<file path="config.mk">
export PLATFORM = sky130hd
export DESIGN_NAME = rle_row_decoder_top
export DESIGN_NICKNAME = d
export VERILOG_FILES = /design/src/rle_pkg.sv /design/src/rle_ctrl.sv /design/src/rle_datapath.sv /design/src/rle_row_decoder_top.sv
export SDC_FILE = /design/constraint.sdc
export NUM_CORES = 1
export LEC_CHECK = 0
export BUFFER_PORTS_ARGS = -buffer_cell sky130_fd_sc_hd__buf_2
export CORE_ASPECT_RATIO = 0.7
export CORE_UTILIZATION = 40
export DETAILED_ROUTE_END_ITERATION = 8
export PLACE_DENSITY = 0.67
export SYNTH_ARGS = -nofsm -noshare
export SYNTH_HDL_FRONTEND = slang
export SYNTH_HIERARCHICAL = 1
export SYNTH_SLANG_ARGS = --single-unit
export TNS_END_PERCENT = 100
</file>
<file path="constraint.sdc">
create_clock -name clk -period 13.7 [get_ports clk]
set_input_delay 2.74 -clock clk [delete_from_list [all_inputs] [get_ports clk]]
set_output_delay 2.74 -clock clk [all_outputs]
set_load 0.005 [all_outputs]
</file>
<file path="src/rle_pkg.sv">
// Shared types for the run-length row decoder.
// Holds the decode phase codes, the controller state type and the
// command/status structs between controller and datapath. No dependencies.
`default_nettype none

package rle_pkg;

  // Decode phase kept between coded bytes
  typedef enum logic [1:0] {
    PH_HEADER  = 2'd0,
    PH_LITERAL = 2'd1,
    PH_REPEAT  = 2'd2,
    PH_SKIP    = 2'd3
  } phase_t;

  // Controller states, one-hot
  typedef enum logic [1:0] {
    ST_ACCEPT = 2'b01,
    ST_EMIT   = 2'b10
  } ctrl_state_t;

  localparam int unsigned CountW = 7;
  localparam int unsigned ByteW  = 8;

  // Controller to datapath
  typedef struct packed {
    logic load_input;   // take the coded byte and produce its first result
    logic load_repeat;  // produce the next pair of a repeat run
  } rle_cmd_t;

  // Datapath to controller
  typedef struct packed {
    logic out_valid;    // result register holds an untaken result
    logic more;         // a byte taken now starts a run longer than one result
    logic emit_last;    // the next repeat result is the last of the run
  } rle_status_t;

endpackage : rle_pkg

`default_nettype wire

</file>
<file path="src/rle_ctrl.sv">
// Controller for the run-length row decoder.
// Sequences input transfers and repeat-run emission; depends on rle_pkg.
`default_nettype none

module rle_ctrl import rle_pkg::*; (
  input  wire logic        clk,
  input  wire logic        rst,
  input  wire logic        in_valid,
  output logic             in_ready,
  input  wire logic        out_ready,
  input  wire rle_status_t status,
  output rle_cmd_t         cmd
);

  ctrl_state_t state;
  ctrl_state_t state_next;
  logic        slot_free;

  // Result register can take a new result this cycle
  assign slot_free = !status.out_valid || out_ready;

  assign in_ready        = (state == ST_ACCEPT) && slot_free;
  assign cmd.load_input  = in_valid && in_ready;
  assign cmd.load_repeat = (state == ST_EMIT) && slot_free;

  // Next state
  always_comb begin
    state_next = state;
    unique case (state)
      ST_ACCEPT: begin
        if (cmd.load_input && status.more) begin
          state_next = ST_EMIT;
        end
      end
      ST_EMIT: begin
        if (cmd.load_repeat && status.emit_last) begin
          state_next = ST_ACCEPT;
        end
      end
      default: state_next = ST_ACCEPT;
    endcase
  end

  always_ff @(posedge clk) begin
    if (rst) begin
      state <= ST_ACCEPT;
    end else begin
      state <= state_next;
    end
  end

endmodule : rle_ctrl

`default_nettype wire

</file>
<file path="src/rle_datapath.sv">
// Datapath for the run-length row decoder: phase and count registers,
// repeat-run counter and the result register. Depends on rle_pkg.
`default_nettype none

module rle_datapath import rle_pkg::*; (
  input  wire logic             clk,
  input  wire logic             rst,
  input  wire rle_cmd_t         cmd,
  output rle_status_t           status,
  input  wire logic [ByteW-1:0] code_byte,
  input  wire logic             row_last,
  input  wire logic             out_ready,
  output logic                  out_valid,
  output logic [ByteW-1:0]      byte_first,
  output logic [ByteW-1:0]      byte_second,
  output logic [1:0]            byte_count,
  output logic                  input_done,
  output logic                  row_done,
  output logic                  bad_count
);

  phase_t            phase;
  phase_t            phase_next;
  logic [CountW-1:0] remaining;
  logic [CountW-1:0] remaining_next;
  logic [CountW-1:0] left;
  logic [CountW-1:0] left_next;
  logic [ByteW-1:0]  rep_byte;
  logic              last_q;

  // Result fields computed for the current command
  logic [ByteW-1:0]  res_first;
  logic [ByteW-1:0]  res_second;
  logic [1:0]        res_count;
  logic              res_idone;
  logic              res_rdone;
  logic              res_bad;

  // Repeat pair taken from a count
  logic [CountW-1:0] run_src;
  logic [ByteW-1:0]  run_byte;
  logic              run_last;
  logic              run_two;
  logic [CountW-1:0] run_left;

  assign status.out_valid = out_valid;
  assign status.more      = (phase == PH_REPEAT) && (remaining > CountW'(2));
  assign status.emit_last = (left <= CountW'(2));

  // Pick the repeat source: fresh count on input, running count otherwise
  always_comb begin
    if (cmd.load_input) begin
      run_src  = remaining;
      run_byte = code_byte;
      run_last = row_last;
    end else begin
      run_src  = left;
      run_byte = rep_byte;
      run_last = last_q;
    end
    run_two  = (run_src >= CountW'(2));
    run_left = run_src - (run_two ? CountW'(2) : CountW'(1));
  end

  // Decode one coded byte, or the next repeat pair
  always_comb begin
    phase_next     = phase;
    remaining_next = remaining;
    left_next      = left;
    res_first      = '0;
    res_second     = '0;
    res_count      = 2'd0;
    res_idone      = 1'b1;
    res_rdone      = row_last;
    res_bad        = 1'b0;
    if (cmd.load_input) begin
      unique case (phase)
        PH_HEADER: begin
          if (code_byte[CountW-1:0] == '0) begin
            phase_next     = PH_SKIP;
            remaining_next = '0;
            res_bad        = 1'b1;
          end else begin
            phase_next     = code_byte[ByteW-1] ? PH_LITERAL : PH_REPEAT;
            remaining_next = code_byte[CountW-1:0];
          end
        end
        PH_LITERAL: begin
          res_first      = code_byte;
          res_count      = 2'd1;
          remaining_next = remaining - CountW'(1);
          if (remaining_next == '0) begin
            phase_next = PH_HEADER;
          end
        end
        PH_REPEAT: begin
          if (remaining != '0) begin
            res_first  = run_byte;
            res_second = run_two ? run_byte : '0;
            res_count  = run_two ? 2'd2 : 2'd1;
            res_idone  = (run_left == '0);
            res_rdone  = res_idone && run_last;
            left_next  = run_left;
          end
          phase_next     = PH_HEADER;
          remaining_next = '0;
        end
        PH_SKIP: begin
          res_bad = 1'b1;
        end
        default: begin
          phase_next = PH_HEADER;
        end
      endcase
      // Row end returns to header phase
      if (row_last) begin
        phase_next     = PH_HEADER;
        remaining_next = '0;
      end
    end else if (cmd.load_repeat) begin
      res_first  = run_byte;
      res_second = run_two ? run_byte : '0;
      res_count  = run_two ? 2'd2 : 2'd1;
      res_idone  = (run_left == '0);
      res_rdone  = res_idone && run_last;
      left_next  = run_left;
    end
  end

  // Control registers
  always_ff @(posedge clk) begin
    if (rst) begin
      phase     <= PH_HEADER;
      remaining <= '0;
      left      <= '0;
      out_valid <= 1'b0;
    end else begin
      phase     <= phase_next;
      remaining <= remaining_next;
      left      <= left_next;
      if (cmd.load_input || cmd.load_repeat) begin
        out_valid <= 1'b1;
      end else if (out_ready) begin
        out_valid <= 1'b0;
      end
    end
  end

  // Payload registers: hold run byte and result fields
  always_ff @(posedge clk) begin
    if (cmd.load_input) begin
      rep_byte <= code_byte;
      last_q   <= row_last;
    end
    if (cmd.load_input || cmd.load_repeat) begin
      byte_first  <= res_first;
      byte_second <= res_second;
      byte_count  <= res_count;
      input_done  <= res_idone;
      row_done    <= res_rdone;
      bad_count   <= res_bad;
    end
  end

endmodule : rle_datapath

`default_nettype wire

</file>
<file path="src/rle_row_decoder_top.sv">
// Run-length row decoder: one coded byte per input transfer, up to two
// decoded bytes per result transfer. Results are registered in the cycle
// after the input transfer. Unless stalled, header, literal and skip bytes
// give one result and sustain one byte per cycle; a repeat value with count
// n gives ceil(n/2) results, one per cycle from the result register; input is
// held off until the last one is loaded. Synchronous reset returns to header.
`default_nettype none

module rle_row_decoder_top import rle_pkg::*; (
  input  wire logic             clk,
  input  wire logic             rst,
  input  wire logic             in_valid,
  output logic                  in_ready,
  input  wire logic [ByteW-1:0] code_byte,
  input  wire logic             row_last,
  output logic                  out_valid,
  input  wire logic             out_ready,
  output logic [ByteW-1:0]      byte_first,
  output logic [ByteW-1:0]      byte_second,
  output logic [1:0]            byte_count,
  output logic                  input_done,
  output logic                  row_done,
  output logic                  bad_count
);

  rle_cmd_t    cmd;
  rle_status_t status;

  rle_ctrl u_ctrl (
    .clk       (clk),
    .rst       (rst),
    .in_valid  (in_valid),
    .in_ready  (in_ready),
    .out_ready (out_ready),
    .status    (status),
    .cmd       (cmd)
  );

  rle_datapath u_datapath (
    .clk         (clk),
    .rst         (rst),
    .cmd         (cmd),
    .status      (status),
    .code_byte   (code_byte),
    .row_last    (row_last),
    .out_ready   (out_ready),
    .out_valid   (out_valid),
    .byte_first  (byte_first),
    .byte_second (byte_second),
    .byte_count  (byte_count),
    .input_done  (input_done),
    .row_done    (row_done),
    .bad_count   (bad_count)
  );

endmodule : rle_row_decoder_top

`default_nettype wire

</file>
# Yosys cells after proc, flatten, opt, wreduce, memory -nomap -nowiden
# Index checks and enable logic that the tools add are counted.
dict set report totals {
  reg_bits 49
  in_bits 13
  output_inout_bits 23
  word_cells 95
}
dict set report classes {
  n_addsub 2
  n_lt_le_gt_ge 3
  eq_ne 10
  n_mux 45
  reduce_logical 22
}
# cell count
set ops {}
lappend ops {{8-bit two-way mux} 9}
lappend ops {{7-bit two-way mux} 7}
lappend ops {{2-bit two-way mux} 11}
lappend ops {{7-bit zero test} 3}
lappend ops {{7-bit one-hot mux with 3 select lines} 1}
lappend ops {{8-bit one-hot mux with 2 select lines} 1}
lappend ops {{1-bit two-way mux} 12}
lappend ops {{2-bit one-hot mux with 2 select lines} 2}
lappend ops {{7-bit by 2-bit greater-or-equal comparator with 1-bit output (second input constant)} 1}
lappend ops {{7-bit by 2-bit greater-than comparator with 1-bit output (second input constant)} 1}
lappend ops {{7-bit by 2-bit less-or-equal comparator with 1-bit output (second input constant)} 1}
lappend ops {{1-bit logical AND} 7}
lappend ops {{7-bit nonzero test} 1}
lappend ops {{7-bit by 1-bit subtractor with 7-bit output (second input constant)} 1}
lappend ops {{7-bit subtractor} 1}
lappend ops {{2-bit == test (second input constant)} 3}
lappend ops {{2-bit one-hot mux with 3 select lines} 1}
lappend ops {{3-bit AND reduction} 2}
lappend ops {{2-bit by 1-bit == test with 1-bit output (second input constant)} 2}
lappend ops {{2-bit by 1-bit != test with 1-bit output (second input constant)} 2}
lappend ops {{2-bit != test (second input constant)} 2}
lappend ops {{2-bit AND reduction} 2}
lappend ops {{2-bit nonzero test} 2}
lappend ops {{4-bit nonzero test} 1}
lappend ops {{5 further kinds} 6}

# Logic depth before layout (Yosys ltp)
# Gate-level depths: netlist of run 1.
dict set report logic_depth {
  word_depth 13
  depth_mapped 19
  mapped_depth_nobuf 14
}

# By module
# Netlist of run 1, hierarchy kept.
# module instances cells_each area_per_inst_um2
set by_module_without_submodules {}
lappend by_module_without_submodules {rle_datapath 1 267 2653.8}
lappend by_module_without_submodules {rle_ctrl 1 13 123.9}

# Worst setup path before layout of run 1
# OpenSTA, ideal clock, no wires.
dict set report synth_timing {
  kind {in2reg}
  from {in out_ready}
  to {reg u_datapath.row_done (data pin)}
  arrival_ns 6.683
  required_ns 13.537
  slack_ns 6.854
  stages 16
  path_buffers 5
  cell_sequence {nand2b_4 -> nand3b_1 -> inv_1 -> and2_1 -> buf_2 -> clkbuf_1 -> buf_1 -> buf_2 -> mux2_2 -> fa_1 -> buf_2 -> or4b_4 -> o41ai_4 -> xnor2_1 -> or4_4 -> o31ai_4}
}
# element line
set synth_lines {}
lappend synth_lines {{start, declared} rle_row_decoder_top.sv:17} ;# input wire logic out_ready,
lappend synth_lines {{end signal, assigned} rle_datapath.sv:160} ;# row_done <= res_rdone;
lappend synth_lines {{end, declared} rle_datapath.sv:18} ;# output logic row_done,

==> results of run 1 <==
-- flip-flops by register name, indices dropped and copies added, names as in the netlist --
signal / count
u_ctrl/state: 2
u_datapath/out_valid: 1
u_datapath/remaining: 7
u_datapath/bad_count: 1
u_datapath/row_done: 1
u_datapath/byte_count: 2
u_datapath/left: 7
u_datapath/input_done: 1
u_datapath/byte_first: 8
u_datapath/phase: 2
u_datapath/last_q: 1
u_datapath/byte_second: 8
u_datapath/rep_byte: 8
-- per-stage QoR --
step           hold WS (ps)  worst slack, ps  instance area (µm²)
6_report                502             7280                 3110
5_1_grt                 530             7040                 3110
4_1_cts                 498             7290                 3110
3_5_place_dp            483             6960                 3010
3_3_place_gp            476             7050                 3010
2_1_floorplan           456             6850                 2780
-- per-layer routing --
| metal | wire (µm) | track usage [%] | vias up |
|---|---|---|---|
| met5 | 0 | 0 | - |
| met4 | 44 | 4.83 | 0 |
| met3 | 448 | 4.10 | 5 |
| met2 | 2550 | 25.0 | 63 |
| met1 | 3050 | 26.4 | 1043 |
| li1 | - | - | 1087 |
-- worst max-delay path: cells and delay by family --
kind | cells | cell delay [ps]
AND/OR/NAND/NOR | 6 | 1780
XOR/XNOR | 1 | 130
adder cells (fa/ha/maj) | 2 | 760
AO/OA/AOI/OAI | 3 | 650
buffers and inverters | 4 | 490
-- cell type report --
class	instances	share of cell area, %
multi-input combinational	199	46.7
inverter	13	1.57
sequential	49	38.3
clock buffer	5	2.21
clock inverter	3	0.805
tap	94	3.78
timing repair buffer	39	6.60
-- final timing paths --
check | from | endpoint | slack (ps) | cells after the start
min | u_datapath/left[1]$_SDFFE_PP0P_ | u_datapath/left[1]$_SDFFE_PP0P_ | 500 | 2
max reg2reg | u_datapath/out_valid$_SDFFE_PP0P_ | u_datapath/row_done$_DFFE_PP_ | 9460 | 15
max | out_ready | u_datapath/row_done$_DFFE_PP_ | 7280 | 16
min reg2reg | u_datapath/left[1]$_SDFFE_PP0P_ | u_datapath/left[1]$_SDFFE_PP0P_ | 500 | 2
-- Yosys cell counts (8+ instances only) --
library cell	n	area, µm²
sky130_fd_sc_hd__nand2_1	13	48.8
sky130_fd_sc_hd__clkbuf_1	12	45.0
sky130_fd_sc_hd__o21ai_0	10	50.1
sky130_fd_sc_hd__ha_1	10	125
sky130_fd_sc_hd__a21oi_1	14	70.1
sky130_fd_sc_hd__nor2_1	25	93.8
sky130_fd_sc_hd__edfxtp_1	21	631
sky130_fd_sc_hd__mux2_2	11	124
sky130_fd_sc_hd__nor2b_1	8	50.1
sky130_fd_sc_hd__inv_1	13	48.8
sky130_fd_sc_hd__nor3_1	8	40.0
sky130_fd_sc_hd__a22oi_1	12	90.1
sky130_fd_sc_hd__a22o_1	8	70.1
sky130_fd_sc_hd__dfxtp_1	28	561
-- cell families after synthesis --
family                   count (synthesis)  share of synthesized area (%)
AND/OR/NAND/NOR                         91                           18.5
adder cells (fa/ha/maj)                 11                           5.23
flip-flops                              49                           42.9
multiplexers                            16                           6.26
buffers and inverters                   32                           4.86
XOR/XNOR                                 7                           2.21
AO/OA/AOI/OAI                           74                           20.1
-- where the power goes --
part / leakage (µW) / internal, µW / switching [µW]
Combinational: 0.000709 / 33.9 / 41.8
Sequential: 0.000440 / 162 / 8.39
Clock: 0.0000447 / 36.9 / 51.7
Total: 0.00119 / 233 / 102
==> flow_results.xml, run 1 <==
<?xml version="1.0" encoding="UTF-8"?>
<metrics>
  <group name="timing">
    <metric name="relSlewSlack" unit="%">59.0</metric>
    <metric name="finalCriticalPeriod" unit="ps">6420</metric>
    <metric name="finalSetupViolCount" unit="">0</metric>
    <metric name="timing.fmax" unit="MHz">156</metric>
    <metric name="worst_slew_pin_slew" unit="ps">613</metric>
    <metric name="tns" unit="ps">0</metric>
    <metric name="number_of_failing_hold_endpoints_at_the_final_stage" unit="">0</metric>
    <metric name="slew_violations" unit="">0</metric>
    <metric name="layout_worst_path_cycle_share" unit="%">46.9</metric>
    <metric name="fin_clk_skew" unit="ps">7.15</metric>
    <metric name="setup_repair_after_global_routing_missed_its_margin" unit="">false</metric>
  </group>
  <group name="yosys">
    <metric name="ys_dominant_reg_cell" unit="">sky130_fd_sc_hd__dfxtp_1</metric>
    <metric name="synth-edff-count" unit="">21</metric>
    <metric name="ys_types" unit="">58</metric>
    <metric name="postSynthNetCount" unit="">304</metric>
    <metric name="synthesized_area" unit="mm²">0.00278</metric>
    <metric name="synth.yosys.warnings" unit="">6</metric>
    <metric name="post_synth_inst_count" unit="">280</metric>
    <metric name="syn_avg_cell_area" unit="µm²">9.92</metric>
    <metric name="synth_seq_cells" unit="">49</metric>
    <metric name="synth-async-reset-ratio" unit="%">0</metric>
    <metric name="seq_area_frac_synth" unit="%">42.9</metric>
  </group>
  <group name="critical_path">
    <metric name="worst-path-max-fanout" unit="">43</metric>
    <metric name="cp_cell_instances" unit="">buf_2 &gt; nand2b_4 &gt; nand3b_1 &gt; inv_1 &gt; and2_1 &gt; buf_4 &gt; nor4_1 &gt; a21o_1 &gt; ha_1 &gt; inv_1 &gt; fa_1 &gt; or4b_4 &gt; o41ai_4 &gt; xnor2_1 &gt; or4_4 &gt; o31ai_4</metric>
    <metric name="crit_end_element" unit="">flop</metric>
    <metric name="path_common_cell" unit="">sky130_fd_sc_hd__inv_1</metric>
    <metric name="critical_path.slowest_cell" unit="">sky130_fd_sc_hd__or4b_4</metric>
    <metric name="critPathKind" unit="">in -&gt; reg</metric>
    <metric name="critPathRequiredTime" unit="ps">13850</metric>
    <metric name="critical_path.max_stage_delay" unit="ps">550</metric>
    <metric name="worst_setup_path_start_kind" unit="">input pin</metric>
    <metric name="timing.critical_path.arrival" unit="ps">6580</metric>
  </group>
  <group name="cells_and_area">
    <metric name="final_common_cell" unit="">sky130_fd_sc_hd__buf_2</metric>
    <metric name="design.final.nets" unit="">331</metric>
    <metric name="insertedDiodeCount" unit="">0</metric>
    <metric name="area_growth_syn_to_layout" unit="%">11.9</metric>
    <metric name="ff_latch_area" unit="mm²">0.00119</metric>
    <metric name="num-fill-cells" unit="">638</metric>
    <metric name="finish.cell_count_without_fillers" unit="">402</metric>
    <metric name="multi_input_area" unit="mm²">0.00145</metric>
    <metric name="finish.utilization" unit="%">46.2</metric>
    <metric name="drive_above_1_share" unit="%">21.8</metric>
    <metric name="most-common-layout-cells" unit="">sky130_fd_sc_hd__buf_2, sky130_fd_sc_hd__dfxtp_1, sky130_fd_sc_hd__nor2_1</metric>
  </group>
  <group name="clock_network">
    <metric name="cts_htree_levels" unit="">2</metric>
    <metric name="tritoncts" unit="">done</metric>
    <metric name="library_cell_used_as_clock_root_buffer" unit="">sky130_fd_sc_hd__clkbuf_8</metric>
    <metric name="post_cts_hold_buffer_count" unit="">0</metric>
    <metric name="clock_pin_slew_worst_setup_and_hold_paths" unit="ps">100</metric>
    <metric name="cts-buffers-inserted" unit="">5</metric>
    <metric name="clock_insertion_delay_at_the_later_pin_of_the_skew_report" unit="ps">310</metric>
    <metric name="postCtsResizedCells" unit="">0</metric>
    <metric name="clock_sinks" unit="">49</metric>
    <metric name="clock_tree.buffer_depth" unit="">2</metric>
    <metric name="post_cts.repair.setup_buffers" unit="">0</metric>
  </group>
  <group name="global_routing">
    <metric name="grt_antenna_before_repair" unit="">0</metric>
    <metric name="grt_max_degree" unit="">44</metric>
    <metric name="global_route_wire_length_before_repair" unit="µm">9760</metric>
    <metric name="grt_pass1_vias" unit="">1915</metric>
    <metric name="globalRoute.totalOverflow" unit="">0</metric>
    <metric name="globalRouteTotalUtil" unit="%">17.6</metric>
  </group>
  <group name="pwr">
    <metric name="post-layout-total-power" unit="µW">334</metric>
    <metric name="power.density" unit="mW/mm²">108</metric>
    <metric name="leakage" unit="µW">0.00119</metric>
    <metric name="vdd.ir_drop.worst" unit="V">0.0000429</metric>
  </group>
  <group name="drt">
    <metric name="drc" unit="">0</metric>
    <metric name="first_pass_iters" unit="">4</metric>
    <metric name="vias" unit="">2198</metric>
    <metric name="routed_wl" unit="µm">6100</metric>
    <metric name="post_drt_wl_per_cell" unit="µm">15.2</metric>
    <metric name="route.antenna.remaining_nets" unit="">0</metric>
    <metric name="iteration_0_drc_markers" unit="">211</metric>
    <metric name="dr_vias_cell" unit="">5.47</metric>
  </group>
  <group name="die">
    <metric name="die_h" unit="µm">71.7</metric>
    <metric name="fp.dieW" unit="µm">102</metric>
    <metric name="core_region_area" unit="mm²">0.00673</metric>
    <metric name="rows" unit="">25</metric>
    <metric name="initial_utilization" unit="%">41.3</metric>
    <metric name="die-area" unit="mm²">0.00729</metric>
    <metric name="ios" unit="">36</metric>
  </group>
  <group name="place">
    <metric name="gpl.final_weighted_congestion" unit="">0.853</metric>
    <metric name="post-place-cells" unit="">394</metric>
    <metric name="hpwlAfterDp" unit="µm">4360</metric>
    <metric name="numPortBuffers" unit="">35</metric>
  </group>
  <group name="outcome">
    <metric name="run_status" unit="">finished, final reports clean</metric>
  </group>
  <group name="min_path">
    <metric name="worstHoldPathType" unit="">reg -&gt; reg</metric>
  </group>
  <group name="job">
    <metric name="drv_cap" unit="">0</metric>
  </group>
</metrics>
No activity file was read; power rests on OpenSTA's default activity.
==> run 2, diff against run 1 <==
- clock period: 13.7 -> 6.49 ns (I/O delays scaled with it)
==> flow_results.xml, run 2 (same netlist as run 1, synthesis figures left out) <==
<?xml version="1.0" encoding="UTF-8"?>
<metrics>
  <group name="outcome">
    <metric name="run_status" unit="">finished, final reports clean</metric>
  </group>
  <group name="timing">
    <metric name="finalCriticalPeriod" unit="ps">4950</metric>
    <metric name="tns" unit="ps">0</metric>
    <metric name="finalSetupViolCount" unit="">0</metric>
    <metric name="slew_violations" unit="">0</metric>
    <metric name="relSlewSlack" unit="%">54.7</metric>
    <metric name="worst_slew_pin_slew" unit="ps">678</metric>
    <metric name="setup_repair_after_global_routing_missed_its_margin" unit="">false</metric>
    <metric name="timing.fmax" unit="MHz">202</metric>
    <metric name="number_of_failing_hold_endpoints_at_the_final_stage" unit="">0</metric>
    <metric name="fin_clk_skew" unit="ps">10.9</metric>
    <metric name="layout_worst_path_cycle_share" unit="%">76.3</metric>
    <metric name="setup_ws_final" unit="ps">1540</metric>
  </group>
  <group name="critical_path">
    <metric name="worst_setup_path_start_kind" unit="">input pin</metric>
    <metric name="critPathRequiredTime" unit="ps">6640</metric>
    <metric name="worst-r2r-setup-slack" unit="ps">2270</metric>
    <metric name="timing.critical_path.arrival" unit="ps">5100</metric>
    <metric name="critPathKind" unit="">in -&gt; reg</metric>
    <metric name="crit_end_element" unit="">flop</metric>
    <metric name="worst-path-max-fanout" unit="">13</metric>
  </group>
  <group name="min_path">
    <metric name="worstHoldPathType" unit="">reg -&gt; reg</metric>
  </group>
  <group name="clock_network">
    <metric name="post_cts_hold_buffer_count" unit="">0</metric>
    <metric name="cts-buffers-inserted" unit="">5</metric>
    <metric name="cts_htree_levels" unit="">2</metric>
    <metric name="postCtsResizedCells" unit="">0</metric>
    <metric name="clock_pin_slew_worst_setup_and_hold_paths" unit="ps">90</metric>
    <metric name="clock_sinks" unit="">49</metric>
    <metric name="library_cell_used_as_clock_root_buffer" unit="">sky130_fd_sc_hd__clkbuf_8</metric>
    <metric name="post_cts.repair.setup_buffers" unit="">0</metric>
    <metric name="tritoncts" unit="">done</metric>
    <metric name="clock_tree.buffer_depth" unit="">2</metric>
    <metric name="clock_insertion_delay_at_the_later_pin_of_the_skew_report" unit="ps">300</metric>
  </group>
  <group name="cells_and_area">
    <metric name="design.final.nets" unit="">331</metric>
    <metric name="final_common_cell" unit="">sky130_fd_sc_hd__buf_2</metric>
    <metric name="insertedDiodeCount" unit="">0</metric>
    <metric name="ff_latch_area" unit="mm²">0.00119</metric>
    <metric name="area_growth_syn_to_layout" unit="%">11.9</metric>
    <metric name="num-fill-cells" unit="">646</metric>
    <metric name="multi_input_area" unit="mm²">0.00145</metric>
    <metric name="layout_top_registers" unit="">u_datapath/byte_first (8), u_datapath/byte_second (8), u_datapath/rep_byte (8)</metric>
    <metric name="finalInstanceArea" unit="mm²">0.00311</metric>
    <metric name="drive_above_1_share" unit="%">21.8</metric>
    <metric name="most-common-layout-cells" unit="">sky130_fd_sc_hd__buf_2, sky130_fd_sc_hd__dfxtp_1, sky130_fd_sc_hd__nor2_1</metric>
    <metric name="finish.utilization" unit="%">46.2</metric>
  </group>
  <group name="pwr">
    <metric name="power.density" unit="mW/mm²">228</metric>
    <metric name="leakage" unit="µW">0.00119</metric>
    <metric name="vdd.ir_drop.worst" unit="V">0.0000954</metric>
    <metric name="post-layout-total-power" unit="µW">708</metric>
  </group>
  <group name="die">
    <metric name="ios" unit="">36</metric>
    <metric name="rows" unit="">25</metric>
    <metric name="fp.dieW" unit="µm">102</metric>
    <metric name="initial_utilization" unit="%">41.3</metric>
    <metric name="die-area" unit="mm²">0.00729</metric>
    <metric name="core_region_area" unit="mm²">0.00673</metric>
    <metric name="die_h" unit="µm">71.7</metric>
  </group>
  <group name="drt">
    <metric name="dr_vias_cell" unit="">5.66</metric>
    <metric name="dr_wl_met3" unit="µm">425</metric>
    <metric name="highest-signal-layer" unit="">met4</metric>
    <metric name="vias" unit="">2274</metric>
    <metric name="first_pass_iters" unit="">5</metric>
    <metric name="drc" unit="">0</metric>
    <metric name="post_drt_wl_per_cell" unit="µm">16.0</metric>
    <metric name="iteration_0_drc_markers" unit="">233</metric>
    <metric name="route.antenna.remaining_nets" unit="">0</metric>
    <metric name="route.layer.met1.wl" unit="µm">3280</metric>
    <metric name="met2RoutedLength" unit="µm">2700</metric>
    <metric name="routed_wl" unit="µm">6420</metric>
  </group>
  <group name="global_routing">
    <metric name="globalRoute.totalOverflow" unit="">0</metric>
    <metric name="grt_antenna_before_repair" unit="">0</metric>
    <metric name="grt_pass1_vias" unit="">1966</metric>
    <metric name="globalRouteTotalUtil" unit="%">18.6</metric>
    <metric name="grt_max_degree" unit="">34</metric>
    <metric name="global_route_wire_length_before_repair" unit="µm">10400</metric>
  </group>
  <group name="job">
    <metric name="drv_cap" unit="">0</metric>
  </group>
  <group name="place">
    <metric name="hpwlAfterDp" unit="µm">4660</metric>
    <metric name="numPortBuffers" unit="">35</metric>
    <metric name="gpl.final_weighted_congestion" unit="">0.839</metric>
    <metric name="pre_cts_slack" unit="ps">1230</metric>
    <metric name="placement.cell_area" unit="mm²">0.00301</metric>
  </group>
</metrics>
[run 2: worst paths after layout]
kind / start / end / cells after the start
worst max-delay path: out_ready / u_datapath/row_done$_DFFE_PP_ / 15
worst min-delay path: u_datapath/left[1]$_SDFFE_PP0P_ / u_datapath/left[1]$_SDFFE_PP0P_ / 2
worst max register to register: u_datapath/out_valid$_SDFFE_PP0P_ / u_datapath/row_done$_DFFE_PP_ / 14
worst min register to register: u_datapath/left[1]$_SDFFE_PP0P_ / u_datapath/left[1]$_SDFFE_PP0P_ / 2
[run 2: cell type report]
type / instances / share of cell area, %
multi-input cells: 199 / 46.7
flip-flops and latches: 49 / 38.3
repair buffers: 39 / 6.60
well taps: 94 / 3.78
clock buffers: 5 / 2.21
inverters: 13 / 1.57
clock inverters: 3 / 0.805
[run 2: through the flow]
step	std cells	hold WS [ps]
after floorplan	280	456
after global placement	394	487
after detailed placement	394	490
after CTS	402	508
after global routing	402	519
final	402	507
[run 2: layer usage]
| layer | track usage [%] | vias up |
|---|---|---|
| li1 | - | 1086 |
| met1 | 28.9 | 1098 |
| met2 | 26.5 | 88 |
| met3 | 3.22 | 2 |
| met4 | 4.35 | 0 |
| met5 | 0 | - |
[run 2: worst max-delay path: stages]
cell,delay (ps)
sky130_fd_sc_hd__buf_2,110
sky130_fd_sc_hd__nand2b_4,140
sky130_fd_sc_hd__nand3b_1,140
sky130_fd_sc_hd__inv_1,70
sky130_fd_sc_hd__and2_1,320
sky130_fd_sc_hd__nor4_1,300
sky130_fd_sc_hd__a21o_1,400
sky130_fd_sc_hd__ha_1,230
sky130_fd_sc_hd__inv_1,60
sky130_fd_sc_hd__fa_1,540
sky130_fd_sc_hd__or4b_4,550
sky130_fd_sc_hd__o41ai_4,80
sky130_fd_sc_hd__xnor2_1,150
sky130_fd_sc_hd__or4_4,550
sky130_fd_sc_hd__o31ai_4,170
[run 2: power by group]
group	switching, µW	total [µW]	internal [µW]
logic	90.8	162	71.4
registers	18.5	360	342
clock network	108	186	77.9
total	217	708	491
